--- src/rtl/wbs_pkg.sv ---
`default_nettype none

package wbs_pkg;

  localparam int MaxWords   = 16;
  localparam int MaxWordLen = 16;

  localparam int WordIdxW = (MaxWords > 1) ? $clog2(MaxWords) : 1;
  localparam int PosW     = (MaxWordLen > 1) ? $clog2(MaxWordLen) : 1;
  localparam int LenW     = $clog2(MaxWordLen + 1);

  localparam logic [1:0] ActClear = 2'd0;
  localparam logic [1:0] ActLoad  = 2'd1;
  localparam logic [1:0] ActText  = 2'd2;

  typedef struct packed {
    logic [1:0] action;
    logic [3:0] word_slot;
    logic [3:0] char_position;
    logic [7:0] char_value;
    logic       is_last;
  } in_item_t;

  typedef struct packed {
    logic prefix_breakable;
    logic end_of_text;
  } out_item_t;

endpackage

`default_nettype wire

--- src/rtl/word_break_segmenter_core.sv ---
`default_nettype none

// Channel  | Direction | Handshake                | Payload
// in       | input     | in_valid_i / in_ready_o  | in_data_i  (wbs_pkg::in_item_t)
// out      | output    | out_valid_o / out_ready_i| out_data_o (wbs_pkg::out_item_t)
//
// Clear and load items produce no transfer on the out channel, and the input stays ready after them.
// After a text transfer the input stays not ready while the block scans the dictionary, drains
// the compare stage and loads the result: one dictionary row is read and compared per cycle.
// Reset is asynchronous and active low; the dictionary memory itself is not cleared.
// A stalled output holds the finished result, and the block waits before loading
// the next one.

module word_break_segmenter_core (
  input  logic                clk_i,
  input  logic                rst_ni,
  input  logic                in_valid_i,
  output logic                in_ready_o,
  input  wbs_pkg::in_item_t   in_data_i,
  output logic                out_valid_o,
  input  logic                out_ready_i,
  output wbs_pkg::out_item_t  out_data_o
);
  import wbs_pkg::*;

  typedef enum logic [1:0] {
    StIdle,
    StScan,
    StDrain,
    StDone
  } state_e;

  state_e state_q;

  logic [7:0]          mem_q [MaxWords][MaxWordLen];
  logic [7:0]          rd_data_q [MaxWordLen];
  logic [LenW-1:0]     len_q [MaxWords];
  logic [7:0]          text_q [MaxWordLen];
  logic [MaxWordLen-1:0] brk_q;
  logic [WordIdxW-1:0] rd_idx_q;
  logic [WordIdxW-1:0] cmp_idx_q;
  logic                cmp_vld_q;
  logic                hit_q;
  logic                last_q;
  logic                out_valid_q;
  out_item_t           out_data_q;

  logic                in_fire;
  logic                can_load;
  logic                match;
  logic [LenW-1:0]     cur_len;
  logic [LenW-1:0]     len_m1;
  logic [PosW-1:0]     tidx;
  logic                hit_d;

  assign in_ready_o  = (state_q == StIdle);
  assign in_fire     = in_valid_i && in_ready_o;
  assign can_load    = !out_valid_q || out_ready_i;
  assign out_valid_o = out_valid_q;
  assign out_data_o  = out_data_q;

  always_comb begin
    cur_len = len_q[cmp_idx_q];
    len_m1  = LenW'(cur_len - 1'b1);
    match   = (cur_len != '0) && brk_q[len_m1[PosW-1:0]];
    tidx    = '0;
    for (int j = 0; j < MaxWordLen; j++) begin
      tidx = PosW'(len_m1[PosW-1:0] - PosW'(j));
      if (LenW'(j) < cur_len) begin
        if (rd_data_q[j] != text_q[tidx]) begin
          match = 1'b0;
        end
      end
    end
    hit_d = hit_q || (cmp_vld_q && match);
  end

  // Word memory: one byte written per load item, one full row read per cycle.
  always_ff @(posedge clk_i) begin
    if (in_fire && (in_data_i.action == ActLoad) &&
        (32'(in_data_i.word_slot) < MaxWords) &&
        (32'(in_data_i.char_position) < MaxWordLen)) begin
      mem_q[in_data_i.word_slot[WordIdxW-1:0]][in_data_i.char_position[PosW-1:0]]
        <= in_data_i.char_value;
    end
    rd_data_q <= mem_q[rd_idx_q];
  end

  always_ff @(posedge clk_i or negedge rst_ni) begin
    if (!rst_ni) begin
      state_q     <= StIdle;
      for (int w = 0; w < MaxWords; w++) begin
        len_q[w] <= '0;
      end
      for (int k = 0; k < MaxWordLen; k++) begin
        text_q[k] <= '0;
      end
      brk_q       <= MaxWordLen'(1);
      rd_idx_q    <= '0;
      cmp_idx_q   <= '0;
      cmp_vld_q   <= 1'b0;
      hit_q       <= 1'b0;
      last_q      <= 1'b0;
      out_valid_q <= 1'b0;
      out_data_q  <= '0;
    end else begin
      cmp_idx_q <= rd_idx_q;
      cmp_vld_q <= (state_q == StScan);
      if (out_valid_q && out_ready_i && (state_q != StDone)) begin
        out_valid_q <= 1'b0;
      end
      unique case (state_q)
        StIdle: begin
          if (in_fire) begin
            unique case (in_data_i.action)
              ActClear: begin
                for (int w = 0; w < MaxWords; w++) begin
                  len_q[w] <= '0;
                end
              end
              ActLoad: begin
                if ((32'(in_data_i.word_slot) < MaxWords) &&
                    (32'(in_data_i.char_position) < MaxWordLen)) begin
                  len_q[in_data_i.word_slot[WordIdxW-1:0]] <= in_data_i.is_last ?
                    LenW'(32'(in_data_i.char_position) + 1) : '0;
                end
              end
              ActText: begin
                for (int k = MaxWordLen - 1; k > 0; k--) begin
                  text_q[k] <= text_q[k-1];
                end
                text_q[0] <= in_data_i.char_value;
                last_q    <= in_data_i.is_last;
                hit_q     <= 1'b0;
                rd_idx_q  <= '0;
                state_q   <= StScan;
              end
              default: begin
              end
            endcase
          end
        end
        StScan: begin
          hit_q <= hit_d;
          if (rd_idx_q == WordIdxW'(MaxWords - 1)) begin
            state_q <= StDrain;
          end else begin
            rd_idx_q <= WordIdxW'(rd_idx_q + 1'b1);
          end
        end
        StDrain: begin
          hit_q   <= hit_d;
          state_q <= StDone;
        end
        StDone: begin
          if (can_load) begin
            out_valid_q                 <= 1'b1;
            out_data_q.prefix_breakable <= hit_q;
            out_data_q.end_of_text      <= last_q;
            if (last_q) begin
              for (int k = 0; k < MaxWordLen; k++) begin
                text_q[k] <= '0;
              end
              brk_q <= MaxWordLen'(1);
            end else begin
              brk_q <= {brk_q[MaxWordLen-2:0], hit_q};
            end
            state_q <= StIdle;
          end
        end
        default: begin
          state_q <= StIdle;
        end
      endcase
    end
  end

  a_text_starts_scan: assert property (@(posedge clk_i) disable iff (!rst_ni)
    (in_fire && (in_data_i.action == ActText)) |=> (state_q == StScan && rd_idx_q == '0))
    else $error("text transfer did not start a scan at word zero");

  a_cmp_only_in_scan: assert property (@(posedge clk_i) disable iff (!rst_ni)
    cmp_vld_q |-> (state_q == StScan || state_q == StDrain))
    else $error("compare stage active outside a scan");

  a_done_loads_out: assert property (@(posedge clk_i) disable iff (!rst_ni)
    (state_q == StDone && can_load) |=> (state_q == StIdle && out_valid_q))
    else $error("finished result was not loaded into the output register");

  a_end_restarts: assert property (@(posedge clk_i) disable iff (!rst_ni)
    (state_q == StDone && can_load && last_q) |=> (brk_q == MaxWordLen'(1)))
    else $error("end of text did not restart the boundary window");

endmodule

`default_nettype wire

--- config.mk ---
export PLATFORM = sky130hd
export DESIGN_NAME = word_break_segmenter_core
export DESIGN_NICKNAME = d
export VERILOG_FILES = /design/src/rtl/wbs_pkg.sv /design/src/rtl/word_break_segmenter_core.sv
export SDC_FILE = /design/constraint.sdc
export NUM_CORES = 2
export LEC_CHECK = 0
export BUFFER_PORTS_ARGS = -buffer_cell sky130_fd_sc_hd__buf_4
export CAP_MARGIN = 20
export CORE_ASPECT_RATIO = 0.6
export CORE_UTILIZATION = 44
export CTS_BUF_LIST = sky130_fd_sc_hd__clkbuf_4 sky130_fd_sc_hd__clkbuf_8
export CTS_CLUSTER_DIAMETER = 150
export DETAILED_ROUTE_END_ITERATION = 12
export PLACE_DENSITY = 0.56
export SLEW_MARGIN = 20
export SYNTH_ARGS = -nofsm -noshare
export SYNTH_HDL_FRONTEND = slang
export SYNTH_SLANG_ARGS = --single-unit
--- constraint.sdc ---
create_clock -name clk_i -period 16.2 [get_ports clk_i]
set_clock_uncertainty 0.2 [all_clocks]
set_input_delay 1.62 -clock clk_i [delete_from_list [all_inputs] [get_ports clk_i]]
set_output_delay 1.62 -clock clk_i [all_outputs]
set_load 0.1 [all_outputs]
* Word-level counts from Yosys, hierarchy flattened
Memory sizes are Yosys's and may differ from the RTL's. A register that Yosys moved wholly into a read port is not among the register bits.
Cells that the tools add are included.
** Storage, ports and cells
- Bits in registers :: 240
- Input port bits :: 23
- Memory bits (writable) :: 2048
- Memories :: 1
** Operators by class
- Add/sub/neg operators :: 18
- Bitwise operators :: 19
- Reduce and logical (&&, ||, !) cells :: 26
- Multiplexer cells :: 115
- Eq/ne operators :: 29
- $lt $le $gt $ge :: 38
** Memories
- mem_q :: depth 16, width 128, rd ports 1, clocked after Yosys merged registers in 1, wr ports 1, RTL line word_break_segmenter_core.sv:35 : logic [7:0] mem_q [MaxWords][MaxWordLen];
** Operators by type and width (number)
- $mux 128 :: 5
- $bmux 8 s4 :: 16
- $mux 8 :: 33
- $pmux 128 s2 :: 1
- $pmux 80 s2 :: 1
- $ne 8x8->1 :: 16
- $ge 5x5->1 const B :: 19
- $not 4->5 :: 19
- $bwmux 80 :: 1
- $lt 4x5->1 const A :: 8
- $mux 1 :: 39
- $demux 8 s4 :: 1
- $sub 4x4->4 const B :: 8
- $bmux 5 s4 :: 1
- $demux 5 s4 :: 1
- $lt 3x5->1 const A :: 4
- $mux 5 :: 4
- $mux 16 :: 1
- $sub 4x3->4 const B :: 4
- $mux 4 :: 3
- $lt 1x5->1 const A :: 2
- $lt 2x5->1 const A :: 2
- $lt 5x1->1 const B :: 2
- $reduce_and 3->1 :: 3
- 25 further kinds :: 51

* Depth between registers and ports, before layout
- Depth after elaboration :: 45
- Mapped depth :: 29
- Depth with buffers taken out :: 19

* Least setup slack after synthesis
OpenSTA, ideal clock, no wires.
- Path type :: flip-flop to flip-flop
- Start point :: reg cmp_idx_q[0]
- End point :: reg hit_q
- Period minus slack after synthesis :: 6.049 ns
- Cell stages (with the launch flop) :: 26
- Path buffers :: 12
- Required time :: 15.935 ns
- Path slack :: 10.151 ns
- Data arrival time :: 5.784 ns
- Cells stage by stage :: dfrtp_1 > buf_6 > o32a_1 > and3_1 > buf_4 > nor2_8 > inv_4 > buf_6 > buf_4 > buf_2 > buf_2 > buf_2 > ha_1 > buf_2 > clkbuf_1 > buf_1 > buf_1 > clkbuf_1 > mux2i_1 > mux2i_1 > xor2_1 > nor3_1 > nand4_1 > nor4b_1 > o21a_1 > o221a_2
** Between the ends
- Longest elaborated chain between the ends :: 45
- Elaborated cells on any way between the ends :: 155
- Those cells by class :: 16 x add/sub; 16 x order compare; 16 x eq/ne; 86 x mux; 17 x bitwise; 4 x reduce/logical
** Ends and longest elaborated chain
- from (decl) :: RTL line word_break_segmenter_core.sv:41 : logic [WordIdxW-1:0] cmp_idx_q;
- from (signal assigned) :: RTL line word_break_segmenter_core.sv:107 : cmp_idx_q <= rd_idx_q;
- $not 4->5 (implied by the code) * :: RTL line word_break_segmenter_core.sv:63 : cur_len = len_q[cmp_idx_q];
- $bmux 5 s4 * :: RTL line word_break_segmenter_core.sv:63
- $mux 5 (implied by the code) * (2 in series) :: RTL line word_break_segmenter_core.sv:63
- branches (longest 37 deep; another with $sub 4x1->4)
- $mux 1 * :: RTL line word_break_segmenter_core.sv:69 : if (LenW'(j) < cur_len) begin
- $logic_and 1x1->1 * :: RTL line word_break_segmenter_core.sv:75 : hit_d = hit_q || (cmp_vld_q && match);
- $logic_or 1x1->1 * :: RTL line word_break_segmenter_core.sv:75
- $pmux 1 s2 * :: RTL line word_break_segmenter_core.sv:112 : unique case (state_q)
- to (signal assigned) :: RTL line word_break_segmenter_core.sv:144 : hit_q <= hit_d;
- to (signal assigned) :: RTL line word_break_segmenter_core.sv:152 : hit_q <= hit_d;
- to (decl) :: RTL line word_break_segmenter_core.sv:43 : logic hit_q;
Mark *: on every way between the ends. The select of a mux whose other input is x is not followed.
A chain may end at the register's enable or synchronous reset.

* Worst setup path in the final report
Ends and elaborated chain as after synthesis.

==> results.ini <==
[run_status]
run_status=completed

[placement]
dp_worst_setup_slack_ns=8.68
gp_routability_congestion=1.03
placed_area_sq_um=106000
io_buffers=26
placed_cells=9400
place.detailed.hpwl_um=194000

[global_routing]
grt_use_met3=0.0614
grt_pass1_wl_um=439000
globalRoute.busiestLayer=met1
antenna_found_initial=25
grt_max_degree=143
grt_use_total=0.261
via_count_of_the_first_global_routing_pass=58135
grt.overflow.total=0
gr-usage-met1=0.425
grtUsageMet2=0.344

[sta]
fmax_mhz=128
report.final.setup_viol=0
finalMaxSlewViolations=0
rsz_0062_raised_after_global_routing=false
worst_tran_pin_value_ns=1.21
worst_slew_margin_rel=0.175
timing.final.ws_setup_ns=8.37
tns_ns=0
final_min_period_over_clock_period=0.483
finalWorstPathRequiredPeriod_ns=7.83
hold_violations_final=0

[power_and_ir_drop]
switching_share_of_total_power=0.340
seq_power_share=0.431
switchingPower_mw=6.02
p_leak_nw=37.1
powerDensity_nw_per_um2=156
worst_ir_drop_vdd_mv=0.107
cell_internal_pwr_mw=11.7
clockPowerShare=0.290
combinationalPowerShare=0.279

[synthesis]
yosysWarnings=0
syn-instance-count=6575
synthAdderAreaFrac=0.00208
synth_top_cell_area_share=0.602
synth_enable_flop_cells=2048
synth_mux_area_frac=0.149
synth_simple_gate_area_frac=0.0561
syn_nets=6615
synth.ff_latch_count=2416
main_combinational_cell_family_by_area_after_synthesis=multiplexers
fraction_of_synthesized_cell_area_in_xor_and_xnor_cells=0.0123
ys_dominant_reg_cell=edfxtp_1
synth-compound-area-share=0.0755
synth.top_cells.by_area=edfxtp_1 (60%), mux4_2 (7.4%), mux2i_1 (5.9%)
synth_sequential_area_ratio=0.686
syn_avg_cell_area_sq_um=15.5
synth_top_cell_by_area=edfxtp_1
mappedNetlistArea_sq_um=102000
async_flop_share=0.0993
synthDistinctLibCells=94

[detailed_routing]
first_iter_violations=7717
wl_per_cell_um=30.7
vias_per_instance=6.05
detailedRoute.firstPassIterationCount=7
drc=0
ant_nets=0
via_count=60913
drt-total-wl_um=309000

[critical_path]
endpoint_kind=flip-flop
cp-start-kind=flip-flop
critical_path.cell_chain=buf_4 > mux2i_1 > o32a_1 > and3_1 > buf_4 > nor2_8 > inv_6 > ha_1 > nor2_1 > mux2i_1 > nand2_4 > mux2i_1 > mux2_2 > o21ai_0 > xnor2_1 > nor2_1 > or4_1 > o31a_1 > o2bb2ai_1 > and4b_1 > o221a_2
crit_type=reg -> reg
cpPeakStageDelay_ns=0.79
crit_fanout=49
crit_buf_inv=3
arrival_time_of_data_at_the_critical_path_endpoint_ns=8.53
critPathSlowestCell=o21ai_0
crit_required_ns=16.90
cp_common_cell=mux2i_1
cpLargestDelayFamily=compound AO/OA/AOI/OAI gates

[finish]
layout.nets=6700
finalInstanceArea_sq_um=113000
final_cells=10065
layout-drive-gt1-share=0.186
seqCellArea_sq_um=70100
mostFrequentLayoutCell=edfxtp_1
multi_input_combinational_cell_area_sq_um=30300
fill_cell_instance_count_of_the_final_layout=19357
layout_common_cells=edfxtp_1 (2,048), mux2i_1 (603), o21ai_0 (532)
area_growth_syn_to_layout_pct=10.7
final_util=0.492

[die]
dieHeight_um=375
initial_core_util=0.444
coreArea_sq_um=230000
cell_rows=136
die-width_um=624
die_area_sq_um=234000
floorplan.io_pins=27

[clock_tree]
cts-htree-levels=5
cts_setup_buffers=0
clk_transition_reported_paths_ns=0.09
tritoncts.num_buffers=361
cts-resized-gates=0
clock-sinks=2416
clk-insertion-delay-late_ns=0.98
cts_tree=done
cts_hold_buf=0
cts-root-to-sink-buffers=4
clock_tree.root_cell=clkbuf_8

[flow_run]
max-cap-violations=0

[min_path]
hold_path.class=reg -> reg

[per-stage QoR]
step | total power, mW | hold slack (ns)
after global placement | 12.6 | 0.259
after detailed placement | 12.5 | 0.270
after CTS | 17.7 | 0.284
after floorplan | 10.7 | 0.152
after global routing | 18.3 | 0.297
final | 17.7 | 0.279
[final cells by class]
type / count / share of cell area
Sequential cell: 2416 / 0.620
Tap cell: 3105 / 0.0344
Antenna cell: 4 / 0.0000885
Clock buffer: 517 / 0.0561
Multi-Input combinational cell: 3692 / 0.268
Inverter: 32 / 0.00111
Clock inverter: 142 / 0.00883
Timing Repair Buffer: 157 / 0.0119
[synth_stat cells (53+ instances only)]
cell and instances:
a211oi_1 76, nand2_1 477, a22oi_1 156, nand3_1 114, xor2_1 70, edfxtp_1 2048, a221oi_1 134, mux2i_1 604
dfxtp_1 128, mux4_2 334, nand2b_1 150, dfrtp_1 239, xnor2_1 53, mux2_2 138, a21oi_1 186, nor2_1 304
clkbuf_1 296, buf_1 74, and3_1 62, o21ai_0 533
[worst min-delay path, delay by kind of cell (launching register included)]
kind | cells | cell delay [ns]
AO/OA/AOI/OAI | 1 | 0.06
flip-flops | 1 | 0.34
AND/OR/NAND/NOR | 1 | 0.05
[worst paths after layout]
kind                               from          to  slack, ns  cells after the start
setup reg to reg           cmp_idx_q[0]       hit_q       8.37                     21
hold reg to reg               len_q[10]   len_q[10]       0.28                      2
setup / recovery           cmp_idx_q[0]       hit_q       8.37                     21
hold / removal                len_q[10]   len_q[10]       0.28                      2
min in group asynchronous        rst_ni  text_q[70]       0.57                      1
max in group asynchronous        rst_ni   len_q[41]      13.80                      2
[logic make-up (layout without fill, tap and decap cells)]
logic type / after synthesis / in the layout
AO/OA/AOI/OAI: 1228 / 1228
XOR/XNOR: 132 / 132
adder cells (fa/ha/maj): 17 / 17
buffers and inverters: 467 / 848
flip-flops: 2416 / 2416
multiplexers: 1080 / 1080
other: 0 / 4
AND/OR/NAND/NOR: 1235 / 1235
[routing by layer]
metal,up-vias,wire (um)
li1,25950,-
met1,31634,149000
met2,2886,123000
met3,433,29400
met4,10,7860
met5,-,62
[sequential cells by signal (all words and copies together) (netlist names), 4 cells and up]
signal and count:
mem_q 2048, rd_idx_q 4, cmp_idx_q 4, rd_data_q 128, len_q 80, brk_q 16
text_q 128
[power groups by stage]
| stage | registers, mW | clock network, mW | logic, mW |
|---|---|---|---|
| 2_1_floorplan | 7.38 | 0 | 3.33 |
| 3_3_place_gp | 7.72 | 0 | 4.83 |
| 3_5_place_dp | 7.72 | 0 | 4.83 |
| 4_1_cts | 7.59 | 5.22 | 4.85 |
| 5_1_grt | 7.63 | 5.49 | 5.21 |
| 6_report | 7.62 | 5.13 | 4.93 |
Note: power is estimated with default switching activity, not from simulation.
